===== src/sv/ssmr_pkg.sv =====
// ----------------------------------------------------------------------------
// ssmr_pkg: shared types and constants of the slow-motion servo ramp
// Holds the operation and motion codes, register indexes, limits and the
// structs that pass between the ramp datapath and the top level.
// ----------------------------------------------------------------------------
`default_nettype none

package ssmr_pkg;

  // input operation codes
  typedef enum logic [1:0] {
    OP_TICK  = 2'd0,
    OP_CLOSE = 2'd1,
    OP_THROW = 2'd2,
    OP_JUMP  = 2'd3
  } op_t;

  // motion codes, code 3 is never produced
  typedef enum logic [1:0] {
    MOT_IDLE = 2'd0,
    MOT_DOWN = 2'd1,
    MOT_UP   = 2'd2
  } motion_t;

  // configuration register indexes
  localparam int unsigned CFG_IDX_W  = 2;
  localparam int unsigned CFG_DATA_W = 16;
  localparam logic [CFG_IDX_W-1:0] CFG_MIN_ANGLE     = 2'd0;
  localparam logic [CFG_IDX_W-1:0] CFG_MAX_ANGLE     = 2'd1;
  localparam logic [CFG_IDX_W-1:0] CFG_STEP_INTERVAL = 2'd2;
  localparam logic [CFG_IDX_W-1:0] CFG_BACK_STEP     = 2'd3;

  // limits and reset values
  localparam logic [7:0]         ANGLE_LIMIT   = 8'd180;
  localparam logic [16:0]        ELAPSED_MAX   = 17'h1FFFF;
  localparam logic signed [9:0]  GOAL_NONE     = 10'sd511;
  localparam logic [7:0]         MIN_RESET     = 8'd0;
  localparam logic [7:0]         MAX_RESET     = 8'd180;
  localparam logic [15:0]        INTERVAL_RESET = 16'd20;
  localparam logic [4:0]         BACK_RESET    = 5'd0;

  // configuration registers
  typedef struct packed {
    logic [7:0]  min_angle;
    logic [7:0]  max_angle;
    logic [15:0] step_interval;
    logic [4:0]  back_step;
  } ssmr_cfg_t;

  // ramp state carried from item to item
  typedef struct packed {
    motion_t            motion;
    logic signed [8:0]  angle;
    logic signed [9:0]  goal;
    logic [16:0]        elapsed;
    logic               end_flag;
  } ssmr_state_t;

  // per-item result flags
  typedef struct packed {
    logic written;
    logic finished;
  } ssmr_flags_t;

endpackage

`default_nettype wire


===== src/sv/ssmr_if.sv =====
// ----------------------------------------------------------------------------
// ssmr_if: valid/ready channels of the slow-motion servo ramp
// Input channel carries the operation and jump angle, output channel the
// servo position and status of one processed word.
// ----------------------------------------------------------------------------
`default_nettype none

interface ssmr_in_if;
  logic       valid;
  logic       ready;
  logic [1:0] operation;
  logic [7:0] target_angle;

  modport source (output valid, output operation, output target_angle, input ready);
  modport sink   (input valid, input operation, input target_angle, output ready);
endinterface

interface ssmr_out_if;
  logic              valid;
  logic              ready;
  logic signed [8:0] servo_angle;
  logic              angle_written;
  logic              finished;
  logic [1:0]        motion;
  logic              at_max_end;

  modport source (output valid, output servo_angle, output angle_written,
                  output finished, output motion, output at_max_end, input ready);
  modport sink   (input valid, input servo_angle, input angle_written,
                  input finished, input motion, input at_max_end, output ready);
endinterface

`default_nettype wire


===== src/sv/ssmr_step.sv =====
// ----------------------------------------------------------------------------
// ssmr_step: next-state logic of the servo ramp
// Applies one tick, command or jump to the ramp state and reports whether
// the position was written and whether a motion completed.
// ----------------------------------------------------------------------------
`default_nettype none

module ssmr_step (
  input  ssmr_pkg::ssmr_cfg_t   cfg,
  input  ssmr_pkg::ssmr_state_t cur,
  input  ssmr_pkg::op_t         op,
  input  logic [7:0]            target_angle,
  output ssmr_pkg::ssmr_state_t nxt,
  output ssmr_pkg::ssmr_flags_t flags
);
  import ssmr_pkg::*;

  logic [7:0]        min_cl;
  logic [7:0]        max_cl;
  logic signed [9:0] low_rest;
  logic signed [9:0] high_rest;
  logic signed [9:0] goal_lo;
  logic signed [9:0] goal_hi;
  logic [16:0]       elapsed_inc;
  logic              step_due;
  logic signed [9:0] angle_ext;
  logic signed [9:0] angle_dn;
  logic signed [9:0] angle_up;

  // end points clamped to the angle limit, rest and overshoot goals
  assign min_cl    = (cfg.min_angle > ANGLE_LIMIT) ? ANGLE_LIMIT : cfg.min_angle;
  assign max_cl    = (cfg.max_angle > ANGLE_LIMIT) ? ANGLE_LIMIT : cfg.max_angle;
  assign low_rest  = $signed({2'b00, min_cl}) - 10'sd1;
  assign high_rest = $signed({2'b00, max_cl}) + 10'sd1;
  assign goal_lo   = low_rest - $signed({5'b00000, cfg.back_step});
  assign goal_hi   = high_rest + $signed({5'b00000, cfg.back_step});

  // saturating tick count and step decision
  assign elapsed_inc = (cur.elapsed != ELAPSED_MAX) ? cur.elapsed + 17'd1 : cur.elapsed;
  assign step_due    = (cur.motion != MOT_IDLE) && (elapsed_inc > {1'b0, cfg.step_interval});

  // one degree either way, one bit wider so an up step from the top still compares
  assign angle_ext = {cur.angle[8], cur.angle};
  assign angle_dn  = angle_ext - 10'sd1;
  assign angle_up  = angle_ext + 10'sd1;

  // apply the operation
  always_comb begin
    nxt            = cur;
    flags.written  = 1'b0;
    flags.finished = 1'b0;
    unique case (op)
      OP_TICK: begin
        nxt.elapsed = elapsed_inc;
        if (step_due) begin
          nxt.elapsed   = '0;
          flags.written = 1'b1;
          if (cur.motion == MOT_DOWN) begin
            if (angle_dn <= cur.goal) begin
              nxt.motion     = MOT_IDLE;
              nxt.end_flag   = 1'b0;
              nxt.angle      = low_rest[8:0];
              flags.finished = 1'b1;
            end else begin
              nxt.angle = angle_dn[8:0];
            end
          end else begin
            if (angle_up >= cur.goal) begin
              nxt.motion     = MOT_IDLE;
              nxt.end_flag   = 1'b1;
              nxt.angle      = high_rest[8:0];
              flags.finished = 1'b1;
            end else begin
              nxt.angle = angle_up[8:0];
            end
          end
        end
      end
      OP_CLOSE: begin
        if (cur.goal != goal_hi) begin
          nxt.motion = MOT_UP;
          nxt.goal   = goal_hi;
        end
      end
      OP_THROW: begin
        if (cur.goal != goal_lo) begin
          nxt.motion = MOT_DOWN;
          nxt.goal   = goal_lo;
        end
      end
      OP_JUMP: begin
        nxt.angle     = $signed({1'b0, target_angle});
        flags.written = 1'b1;
      end
      default: begin
        nxt = cur;
      end
    endcase
  end

endmodule

`default_nettype wire


===== src/sv/servo_slow_motion_ramp.sv =====
// an accepted word passes through the input register and then the output register
// throughput: one word per cycle unless backpressure stalls; the ramp state is updated in the single step stage
// backpressure stalls the step stage and the input register while the result waits
// reset (rst_n low, synchronous): idle, position 0, no goal, tick count saturated
// reset also loads min 0, max 180, step interval 20 and back step 0
// ----------------------------------------------------------------------------
// servo_slow_motion_ramp: slow-motion servo ramp top level
// Input register, one step stage that updates the ramp state, and an output
// register; configuration registers are written through a plain write port.
// ----------------------------------------------------------------------------
`default_nettype none

module servo_slow_motion_ramp (
  input  logic                                  clk,
  input  logic                                  rst_n,
  input  logic                                  cfg_we,
  input  logic [ssmr_pkg::CFG_IDX_W-1:0]        cfg_index,
  input  logic [ssmr_pkg::CFG_DATA_W-1:0]       cfg_data,
  ssmr_in_if.sink                               in_ch,
  ssmr_out_if.source                            out_ch
);
  import ssmr_pkg::*;

  ssmr_cfg_t   cfg_r;
  ssmr_state_t state_r;
  ssmr_state_t state_nxt;
  ssmr_flags_t flags;

  logic        stage_valid_r;
  op_t         stage_op_r;
  logic [7:0]  stage_tgt_r;
  logic        out_valid_r;
  logic signed [8:0] out_angle_r;
  logic        out_written_r;
  logic        out_finished_r;
  motion_t     out_motion_r;
  logic        out_end_r;
  logic        advance;

  // stage moves on when the output register is free or being emptied
  assign advance     = !out_valid_r || out_ch.ready;
  assign in_ch.ready = !stage_valid_r || advance;

  // configuration registers
  always_ff @(posedge clk) begin
    if (!rst_n) begin
      cfg_r.min_angle     <= MIN_RESET;
      cfg_r.max_angle     <= MAX_RESET;
      cfg_r.step_interval <= INTERVAL_RESET;
      cfg_r.back_step     <= BACK_RESET;
    end else if (cfg_we) begin
      unique case (cfg_index)
        CFG_MIN_ANGLE:     cfg_r.min_angle     <= cfg_data[7:0];
        CFG_MAX_ANGLE:     cfg_r.max_angle     <= cfg_data[7:0];
        CFG_STEP_INTERVAL: cfg_r.step_interval <= cfg_data;
        CFG_BACK_STEP:     cfg_r.back_step     <= cfg_data[4:0];
        default:           cfg_r               <= cfg_r;
      endcase
    end
  end

  // input register
  always_ff @(posedge clk) begin
    if (!rst_n) begin
      stage_valid_r <= 1'b0;
    end else if (in_ch.ready) begin
      stage_valid_r <= in_ch.valid;
    end
  end

  always_ff @(posedge clk) begin
    if (in_ch.valid && in_ch.ready) begin
      stage_op_r  <= op_t'(in_ch.operation);
      stage_tgt_r <= in_ch.target_angle;
    end
  end

  // ramp step
  ssmr_step u_step (
    .cfg          (cfg_r),
    .cur          (state_r),
    .op           (stage_op_r),
    .target_angle (stage_tgt_r),
    .nxt          (state_nxt),
    .flags        (flags)
  );

  // ramp state
  always_ff @(posedge clk) begin
    if (!rst_n) begin
      state_r.motion   <= MOT_IDLE;
      state_r.angle    <= '0;
      state_r.goal     <= GOAL_NONE;
      state_r.elapsed  <= ELAPSED_MAX;
      state_r.end_flag <= 1'b0;
    end else if (stage_valid_r && advance) begin
      state_r <= state_nxt;
    end
  end

  // output register
  always_ff @(posedge clk) begin
    if (!rst_n) begin
      out_valid_r <= 1'b0;
    end else if (advance) begin
      out_valid_r <= stage_valid_r;
    end
  end

  always_ff @(posedge clk) begin
    if (stage_valid_r && advance) begin
      out_angle_r    <= state_nxt.angle;
      out_written_r  <= flags.written;
      out_finished_r <= flags.finished;
      out_motion_r   <= state_nxt.motion;
      out_end_r      <= state_nxt.end_flag;
    end
  end

  assign out_ch.valid         = out_valid_r;
  assign out_ch.servo_angle   = out_angle_r;
  assign out_ch.angle_written = out_written_r;
  assign out_ch.finished      = out_finished_r;
  assign out_ch.motion        = out_motion_r;
  assign out_ch.at_max_end    = out_end_r;

`ifndef ASSERT_OFF
  // a completed motion always wrote the snap-back position and left motion idle
  a_finish_written: assert property (@(posedge clk) disable iff (!rst_n)
    (out_valid_r && out_finished_r) |-> (out_written_r && out_motion_r == MOT_IDLE))
    else $error("finished without a written idle position");

  // a held result keeps its position while the step stage is stalled
  a_stall_holds: assert property (@(posedge clk) disable iff (!rst_n)
    (out_valid_r && !out_ch.ready) |=> $stable(out_angle_r) && $stable(state_r))
    else $error("state or result changed under backpressure");

  // an empty output register never blocks the input
  a_ready_free: assert property (@(posedge clk) disable iff (!rst_n)
    !out_valid_r |-> in_ch.ready)
    else $error("input stalled with output register empty");

  // a moving ramp always has a goal set
  a_goal_set: assert property (@(posedge clk) disable iff (!rst_n)
    (state_r.motion != MOT_IDLE) |-> (state_r.goal != GOAL_NONE))
    else $error("motion without a goal");
`endif

endmodule

`default_nettype wire

===== src/flat_wrapper.sv =====
// flat-port wrapper written by rule: the top's interface ports become plain ports
module servo_slow_motion_ramp_flat import ssmr_pkg::*;
  (clk, rst_n, cfg_we, cfg_index, cfg_data, in_ch_valid, in_ch_operation, in_ch_target_angle, in_ch_ready, out_ch_valid, out_ch_servo_angle, out_ch_angle_written, out_ch_finished, out_ch_motion, out_ch_at_max_end, out_ch_ready);
  ssmr_in_if in_ch_i ();
  ssmr_out_if out_ch_i ();
  input  logic clk;
  input  logic rst_n;
  input  logic cfg_we;
  input  logic [ssmr_pkg::CFG_IDX_W-1:0] cfg_index;
  input  logic [ssmr_pkg::CFG_DATA_W-1:0] cfg_data;
  input wire logic [$bits(in_ch_i.valid)-1:0] in_ch_valid;
  input wire logic [$bits(in_ch_i.operation)-1:0] in_ch_operation;
  input wire logic [$bits(in_ch_i.target_angle)-1:0] in_ch_target_angle;
  output wire logic [$bits(in_ch_i.ready)-1:0] in_ch_ready;
  output wire logic [$bits(out_ch_i.valid)-1:0] out_ch_valid;
  output wire logic [$bits(out_ch_i.servo_angle)-1:0] out_ch_servo_angle;
  output wire logic [$bits(out_ch_i.angle_written)-1:0] out_ch_angle_written;
  output wire logic [$bits(out_ch_i.finished)-1:0] out_ch_finished;
  output wire logic [$bits(out_ch_i.motion)-1:0] out_ch_motion;
  output wire logic [$bits(out_ch_i.at_max_end)-1:0] out_ch_at_max_end;
  input wire logic [$bits(out_ch_i.ready)-1:0] out_ch_ready;
  assign in_ch_i.valid = in_ch_valid;
  assign in_ch_i.operation = in_ch_operation;
  assign in_ch_i.target_angle = in_ch_target_angle;
  assign in_ch_ready = in_ch_i.ready;
  assign out_ch_valid = out_ch_i.valid;
  assign out_ch_servo_angle = out_ch_i.servo_angle;
  assign out_ch_angle_written = out_ch_i.angle_written;
  assign out_ch_finished = out_ch_i.finished;
  assign out_ch_motion = out_ch_i.motion;
  assign out_ch_at_max_end = out_ch_i.at_max_end;
  assign out_ch_i.ready = out_ch_ready;
  servo_slow_motion_ramp u_core (.clk(clk), .rst_n(rst_n), .cfg_we(cfg_we), .cfg_index(cfg_index), .cfg_data(cfg_data), .in_ch(in_ch_i), .out_ch(out_ch_i));
endmodule

===== config.mk =====
export PLATFORM = sky130hd
export DESIGN_NAME = servo_slow_motion_ramp_flat
export DESIGN_NICKNAME = d
export VERILOG_FILES = /design/src/sv/ssmr_pkg.sv /design/src/sv/ssmr_if.sv /design/src/sv/ssmr_step.sv /design/src/sv/servo_slow_motion_ramp.sv /design/src/flat_wrapper.sv
export SDC_FILE = /design/constraint.sdc
export NUM_CORES = 1
export LEC_CHECK = 0
export BUFFER_PORTS_ARGS = -buffer_cell sky130_fd_sc_hd__clkbuf_2
export CORE_MARGIN = 1.5
export CORE_UTILIZATION = 45
export CTS_CLUSTER_SIZE = 8
export DETAILED_ROUTE_END_ITERATION = 8
export GPL_TIMING_DRIVEN = 0
export SETUP_SLACK_MARGIN = 0.15
export SLEW_MARGIN = 20
export SYNTH_ARGS = -nofsm -noshare
export SYNTH_HDL_FRONTEND = slang
export SYNTH_SLANG_ARGS = --single-unit

===== constraint.sdc =====
create_clock -name clk -period 6.05 [get_ports clk]
set_clock_uncertainty 0.2 [all_clocks]
set_input_delay 0.605 -clock clk [delete_from_list [all_inputs] [get_ports clk]]
set_output_delay 0.605 -clock clk [all_outputs]
set_load 0.1 [all_outputs]

---- Word-level counts from Yosys, hierarchy flattened ----
Index checks and enable logic that the tools add are counted.
storage, ports and cells
  ROM bits ................................ 0
  logic and storage cells ................. 86
  bits in latches ......................... 0
  register bits after elaboration ......... 102
  input port bits ......................... 33
  output and inout bits ................... 16
  memories ................................ 0
  memory bits (writable) .................. 0
cells by class
  $mul .................................... 0
  bitwise operators ....................... 0
  equality and inequality tests ........... 12
  add/sub/neg operators ................... 7
  shift operators ......................... 0
  multiplexer cells ....................... 26
  reductions and logical operators ........ 18
  $lt $le $gt $ge ......................... 5
  div/mod/pow operators ................... 0
operators with widths
  cell                                                                 count
  11-bit two-way mux                                                   2
  10-bit two-way mux                                                   2
  10-bit != test                                                       2
  10-bit one-hot mux with 2 select lines                               1
  18-bit two-way mux                                                   1
  9-bit two-way mux                                                    2
  9-bit one-hot mux with 2 select lines                                1
  17-bit by 1-bit adder with 17-bit output, second input constant      1
  17-bit by 16-bit > comparator with 1-bit output                      1
  17-bit two-way mux                                                   1
  17-bit != test, second input constant                                1
  8-bit > comparator, second input constant                            2
  8-bit two-way mux                                                    2
  2-bit AND reduction                                                  6
  9-bit by 2-bit adder with 10-bit output, second input constant       1
  9-bit by 5-bit adder with 10-bit output                              1
  10-bit >= comparator                                                 1
  10-bit <= comparator                                                 1
  2-bit two-way mux                                                    5
  9-bit by 2-bit subtractor with 10-bit output, second input constant  1
  9-bit by 6-bit subtractor with 10-bit output                         1
  8-bit by 1-bit adder with 9-bit output, second input constant        1
  8-bit by 1-bit subtractor with 9-bit output, second input constant   1
  2-bit == test, second input constant                                 4
  other kinds (11)                                                     26

---- Logic depth before layout (Yosys ltp) ----
Gate-level depths: netlist of run 1.
  depth in word-level cells ............... 7
  depth in mapped cells ................... 20
  mapped depth without buffers ............ 18

---- Cells and area by module ----
A second synthesis of run 1 with hierarchy kept.
second synthesis, totals
  cells, all modules ...................... 931
  area, all modules ....................... 7666.1 um2
by module, submodules not included
  module                  cells each  sequential area each (um2)  area each (um2)  instances
  ssmr_step               580         0.0                         3991.3           1
  servo_slow_motion_ramp  351         2282.2                      3674.8           1

---- Worst setup path before layout of run 1 ----
OpenSTA, ideal clock, no wires.
  kind .................................... register to register
  start point ............................. register u_core.state_r[1] in the netlist's numbering
  end point ............................... register u_core.out_angle_r[0], in the netlist u_core.out_ch.servo_angle[0], data pin
  setup slack ............................. 1.521 ns
  data required time ...................... 5.589 ns
  arrival ................................. 4.068 ns
  clock period less this slack ............ 4.529 ns
  stages on the path, launching flop included .. 18
  buffers on the path ..................... 2
  library setup time ...................... 0.261 ns
  path through ............................ dfxtp_1 > ha_1 > nand2_1 > nor4_1 > a2111oi_0 > and2_1 > nand2b_1 > xnor2_1 > ha_1 > nand3_1 > nor4_1 > a21bo_2 > a211o_1 > and2_1 > clkbuf_1 > a21o_1 > clkbuf_1 > a221o_1
RTL lines
  what                    RTL line                       source
  from (decl)             servo_slow_motion_ramp.sv:25   ssmr_state_t state_r;
  from (signal assigned)  servo_slow_motion_ramp.sv:97   state_r <= state_nxt;
  to (signal assigned)    servo_slow_motion_ramp.sv:112  out_angle_r <= state_nxt.angle;
  to (decl)               servo_slow_motion_ramp.sv:33   logic signed [8:0] out_angle_r;

==> reports/metrics.yaml, run 1 <==
placed_design:
  port_buffers: 47
  dpl_worst_slack_ns: 0.773
  dp_hpwl_um: 15400
  gp_congestion: 0.882
cts:
  cts_sinks: 102
  cts_htree_levels: 3
  cts_buffer_depth: 2
  cts.repair.resized: 0
  cts_setup_buffers: 0
  insertion_delay_ns: 0.36
  cts_buffers: 9
  path_clk_slew_ns: 0.08
  cts_tree: "yes"
  cts_hold_buf: 0
  cts_root_buffer: "clkbuf_16"
global_routing:
  grt_overflow: 0
  track_usage_pct: 24.3
  antenna_found_initial: 0
  grt_first_pass_wirelength_um: 31300
  grt_pass1_vias: 5908
  grt_max_degree: 24
drt:
  antenna_left: 0
  drc_errors: 0
  routedWlPerCell_um: 17.3
  via_per_inst: 5.62
  drt_iter0_drc: 371
  num_vias: 6364
  route.final.wire_length_um: 19600
  dr.pass1.iters: 5
timing:
  post-route-min-period_ns: 5.38
  tightest_slew_ns: 0.957
  drv_slew: 0
  fin_crit_sh_pct: 88.9
  worst_hold_slack_ns: 0.212
  max_freq_mhz: 186
  hold_viol: 0
  layout_setup_ws_ns: 0.670
  setup_viol_count_final: 0
  maxSlewHeadroom_pct: 34.5
  setup_tns_ns: 0
  grt_setup_unrepaired: "no"
logic_synthesis:
  synth_flop_cell: "dfxtp_1"
  synth_fp_nets: 944
  syn_area_mm2: 0.00720
  synth_seq_cells: 102
  syn_inst: 854
  synth-seq-area-share_pct: 31.7
  postSynth.asyncResetShare_pct: 0
  synth_top_area_cell: "dfxtp_1"
  yosysMostFrequentCell: "nand2_1"
  synth_top_area_share_pct: 21.7
  synth.avg_cell_area_um2: 8.44
  ys.warnings.count: 0
  synth_common_cells: "nand2_1 (94), dfxtp_1 (78), a21oi_1 (62)"
  synth_edf_count: 24
  yosysUniqueCellTypes: 70
  synth_area_leaders: "dfxtp_1 (22%), edfxtp_1 (10%), ha_1 (9.6%)"
power_and_ir_drop:
  total_power_w: 0.00190
  p_leak_nw: 3.37
  power_density_mw_per_mm2: 237
  peakVddDrop_uv: 196
final_layout:
  areaGrowthSynthToFinish_pct: 11.4
  final_core_util_pct: 50.9
  fill_cells: 1582
  antenna_cells: 0
  drive_above_1_share_pct: 10.5
  layout.nets: 1002
  multiInputGateArea_mm2: 0.00456
  layout.area.seq_mm2: 0.00228
critical_path:
  required_ns: 5.97
  critPathBufInv: 2
  crit_path_start_kind: "register"
  cp_cell_sequence: "ha_1, nand2_1, nor4_1, and2_1, nand2_1, nand3_1, nor3_1, xor2_1, ha_1, nand3_1, nor4_1, a21bo_2, a211o_1, and2_1, clkbuf_1, a21o_1, clkbuf_1, a221o_1"
  crit_type: "register to register"
  arrival_ns: 5.30
  cp-end-kind: "register"
  cp_max_fo: 9
  worst_path_largest_cell_delay_ns: 0.45
  cp_slowest_cell: "dfxtp_1"
  critical_path.top_delay_family: "simple AND/OR/NAND/NOR gates"
floorplan:
  fp.dieW_um: 130
  ios: 49
  die_height_um: 130
  coreArea_mm2: 0.0158
  die-area_mm2: 0.0168
  rows: 46
  start_util_pct: 45.7
run_status:
  status: "finished clean"
hold_path:
  hold_path_class: "input pin to register"
run:
  cap_violations: 0
path summary, 6_finish.rpt:
check	startpoint	endpoint	slack, ns	cells after the start
worst max-delay path	u_core.state_r[1]$_SDFFE_PN1P_	u_core.out_ch.servo_angle[5]$_DFFE_PP_	0.67	18
worst min-delay path	in_ch_target_angle[0]	u_core.stage_tgt_r[0]$_DFFE_PP_	0.21	1
worst max register to register	u_core.state_r[1]$_SDFFE_PN1P_	u_core.out_ch.servo_angle[5]$_DFFE_PP_	0.67	18
worst min register to register	u_core.cfg_r[11]$_SDFFE_PN0P_	u_core.cfg_r[11]$_SDFFE_PN0P_	0.26	2
cells by family after synthesis:
group / after synthesis / synth area share (%)
muxes: 35 / 4.98
adders and majority gates: 57 / 10.1
xor gates and xnor gates: 61 / 8.18
DFF: 102 / 31.7
AOI/OAI and AO/OA: 210 / 19.4
buffers and inverters: 95 / 5.00
and+or+nand+nor: 294 / 20.7
flip-flops by register name, indices dropped and copies added (netlist names):
| signal | flops |
|---|---|
| u_core.out_ch.at_max_end | 1 |
| u_core.out_ch.servo_angle | 9 |
| u_core.stage_tgt_r | 8 |
| u_core.cfg_r | 37 |
| u_core.out_ch.valid | 1 |
| u_core.out_ch.finished | 1 |
| u_core.out_ch.motion | 2 |
| u_core.stage_op_r | 2 |
| u_core.stage_valid_r | 1 |
| u_core.state_r | 39 |
| u_core.out_ch.angle_written | 1 |
cell type report:
cell class,count,share of cell area [%]
Sequential cell,102,28.4
Timing Repair Buffer,47,2.93
Clock inverter,7,1.14
Inverter,54,2.52
Clock buffer,9,2.81
Multi-Input combinational cell,657,56.8
Tap cell,216,3.37
Buffer,41,1.98
metal layers:
layer | track usage (%) | routed length [um] | vias up
li1 | - | - | 3202
met1 | 33.4 | 9470 | 2988
met2 | 39.4 | 8920 | 146
met3 | 4.09 | 838 | 28
met4 | 6.60 | 396 | 0
met5 | 0 | 0 | -
layout by cell type (no fill, tap or decap), types with 11 or more instances in the layout:
cell type	n
nand2_1	94
dfxtp_1	78
a21oi_1	62
ha_1	55
inv_1	54
nor2_1	50
clkbuf_2	48
o21ai_0	39
clkbuf_1	35
nand3_1	35
xnor2_1	35
mux2i_1	28
edfxtp_1	24
xor2_1	22
nor3_1	17
nand2b_1	14
and2_1	13
a221o_1	13
a21o_1	12
nor2b_1	12
nor4_1	11
through the flow:
stage          cells  area, um2
3_5_place_dp    1117       7710
2_1_floorplan    854       7200
5_1_grt         1133       8030
6_report        1133       8030
3_3_place_gp    1117       7710
4_1_cts         1133       8030
power breakdown:
part	leakage [nW]	switching (W)	total (W)	internal [W]
Clock	0.151	0.000307	0.000604	0.000298
Sequential	0.865	0.0000238	0.000748	0.000724
Combinational	2.36	0.000340	0.000549	0.000209
No activity file was read; power rests on OpenSTA's default activity.
==> inputs of run 2 (changes only) <==
--- a/config.mk
+++ b/config.mk
@@ -11,6 +11,7 @@
 export CTS_CLUSTER_SIZE = 8
 export DETAILED_ROUTE_END_ITERATION = 8
 export GPL_TIMING_DRIVEN = 0
+export PLACE_DENSITY_LB_ADDON = 0.08
 export SETUP_SLACK_MARGIN = 0.15
 export SLEW_MARGIN = 20
 export SYNTH_ARGS = -nofsm -noshare
==> run 2 against run 1 <==
Clock power hardly changed. Non-clock buffer count is 1 higher. Die area stayed put. Register-to-register slack worse by 0.05 ns. Sequential cell count stayed put. Largest cell class unchanged. Sequential share of layout area hardly changed. Count of clock-buffer cells in the layout stayed put. Sequential power hardly changed. Highest routed layer unchanged. Final cell count hardly changed. Largest power group unchanged. Fmax is 0.85% lower. Global-route usage is 1.3 points higher. Critical endpoint unchanged. Setup slack worse by 0.046 ns.
==> reports/metrics.yaml, run 2 (synthesis results as in run 1) <==
run_status:
  status: "finished clean"
cts:
  cts_buffers: 9  # unchanged
  cts_setup_buffers: 0  # unchanged
  path_clk_slew_ns: 0.07  # about the same
  insertion_delay_ns: 0.37  # about the same
  cts_buffer_depth: 2  # unchanged
  cts_sinks: 102  # unchanged
  cts_root_buffer: "clkbuf_16"
  cts_tree: "yes"
  cts.repair.resized: 0  # unchanged
  cts_htree_levels: 3  # unchanged
  cts_hold_buf: 0  # unchanged
drt:
  antenna_left: 0  # unchanged
  route.final.wire_length_um: 20700  # +5.5%
  via_per_inst: 5.74  # +2.2%
  num_vias: 6511  # +2.3%
  routedWlPerCell_um: 18.3  # +5.4%
  drt_iter0_drc: 452  # +22%
  dr.pass1.iters: 7  # +2
  drc_errors: 0  # unchanged
global_routing:
  grtUsageMet2_pct: 42.7  # +3.3 points
  busiest_layer: "met2"
  track_usage_pct: 25.6  # +1.3 points
  grt_max_degree: 19  # -21%
  grt_first_pass_wirelength_um: 32900  # +5.3%
  grt_pass1_vias: 6262  # +6.0%
  grt_use_met1_pct: 34.0  # +0.62 points
  antenna_found_initial: 0  # unchanged
  grt_util_met3_pct: 3.59  # -0.50 points
  grt_overflow: 0  # unchanged
timing:
  post-route-min-period_ns: 5.43  # +0.0461 ns
  hold_viol: 0  # unchanged
  maxSlewHeadroom_pct: 34.5  # -0.044 points
  setup_viol_count_final: 0  # unchanged
  drv_slew: 0  # unchanged
  grt_setup_unrepaired: "no"
  max_freq_mhz: 184  # -0.85%
  fin_crit_sh_pct: 89.7  # +0.76 points
  setup_tns_ns: 0  # unchanged
  worst_hold_slack_ns: 0.221  # +0.00850 ns
  tightest_slew_ns: 0.958  # +0.000637 ns
critical_path:
  required_ns: 5.95  # -0.02 ns
  arrival_ns: 5.33  # +0.03 ns
  crit_type: "register to register"
  cp-end-kind: "register"
  reg2reg_depth: 17  # -1
  cp_max_fo: 9  # unchanged
  crit_path_start_kind: "register"
floorplan:
  ios: 49  # unchanged
  fp.dieW_um: 130  # unchanged
  rows: 46  # unchanged
  die-area_mm2: 0.0168  # unchanged
  die_height_um: 130  # unchanged
  coreArea_mm2: 0.0158  # unchanged
  start_util_pct: 45.7  # unchanged
placed_design:
  port_buffers: 47  # unchanged
  gp_congestion: 0.891  # +1.0%
  dp_hpwl_um: 16500  # +6.8%
final_layout:
  drive_above_1_share_pct: 10.5  # -0.011 points
  fill_cells: 1571  # -0.70%
  areaGrowthSynthToFinish_pct: 11.4  # about the same
  antenna_cells: 0  # unchanged
  largest-register: "u_core.state_r"
  layout.nets: 1003  # +0.10%
  most-common-layout-cells: "nand2_1 (94), dfxtp_1 (78), a21oi_1 (62)"
  layout_commonest_cell: "nand2_1"
  largest_reg_flops: 39  # unchanged
power_and_ir_drop:
  peakVddDrop_uv: 203  # +3.8%
  power_density_mw_per_mm2: 238  # +0.60%
  p_leak_nw: 3.37  # -0.12%
run:
  cap_violations: 0  # unchanged
hold_path:
  hold-path-cell-count: 1  # unchanged
  hold_path_class: "input pin to register"
==> run 2: changes by cell type in the layout (fill, tap and decap cells not counted), sizes merged <==
cell,before,now
clkinvlp,0,2
clkinv,6,1
inv,55,57
bufinv,0,1
buf,5,6
==> run 2: metal layers <==
layer	wire (um)	part of all wire, %	up-vias
li1	-	-	3200
met1	9910	48	3127
met2	9610	46	152
met3	679	3.3	32
met4	495	2.4	0
met5	0	0	-
==> run 2: path summary, 6_finish.rpt <==
| kind | start | to | slack, ns |
|---|---|---|---|
| max | u_core.state_r[1]$_SDFFE_PN1P_ | u_core.out_ch.servo_angle[5]$_DFFE_PP_ | 0.62 |
| min | in_ch_target_angle[7] | u_core.stage_tgt_r[7]$_DFFE_PP_ | 0.22 |
| max reg2reg | u_core.state_r[1]$_SDFFE_PN1P_ | u_core.out_ch.servo_angle[5]$_DFFE_PP_ | 0.62 |
| min reg2reg | u_core.cfg_r[18]$_SDFFE_PN0P_ | u_core.cfg_r[18]$_SDFFE_PN0P_ | 0.26 |
==> run 2: stage by stage <==
step                util, %  instance area (um2)  setup WS (ns)  cells  power (W)
floorplan                 -                 7200           1.52    854    0.00117
global placement       48.9                 7710          0.773   1117    0.00130
detailed placement     49.0                 7720          0.735   1118    0.00132
CTS                    50.9                 8030          0.688   1134    0.00192
global route           50.9                 8030          0.239   1134    0.00201
finish                 50.9                 8030          0.624   1134    0.00191
==> run 2: power by group <==
| part | internal [W] | switching (W) |
|---|---|---|
| clock network | 0.000326 | 0.000279 |
| registers | 0.000725 | 0.0000235 |
| logic | 0.000211 | 0.000348 |
==> run 2: final cells by class <==
| class | instances | area [um2] | share of cell area, % |
|---|---|---|---|
| Multi-Input combinational cell | 657 | 4560 | 56.8 |
| Sequential cell | 102 | 2280 | 28.4 |
| Tap cell | 216 | 270 | 3.37 |
| Timing Repair Buffer | 48 | 246 | 3.07 |
| Clock buffer | 9 | 225 | 2.81 |
| Inverter | 54 | 203 | 2.53 |
| Buffer | 41 | 158 | 1.96 |
| Clock inverter | 7 | 78.8 | 0.982 |
==> run 2: critical path: stages, from the launching register on <==
cell	delay [ns]
dfxtp_1	0.37
ha_1	0.30
nand2_1	0.10
nor4_1	0.07
a2111oi_0	0.87
and2_1	0.25
nand2b_1	0.11
xnor2_1	0.18
ha_1	0.32
nand3_1	0.14
nor4_1	0.39
a21bo_2	0.26
a211o_1	0.35
and2_1	0.16
clkbuf_1	0.23
a21o_1	0.25
clkbuf_1	0.22
a221o_1	0.40
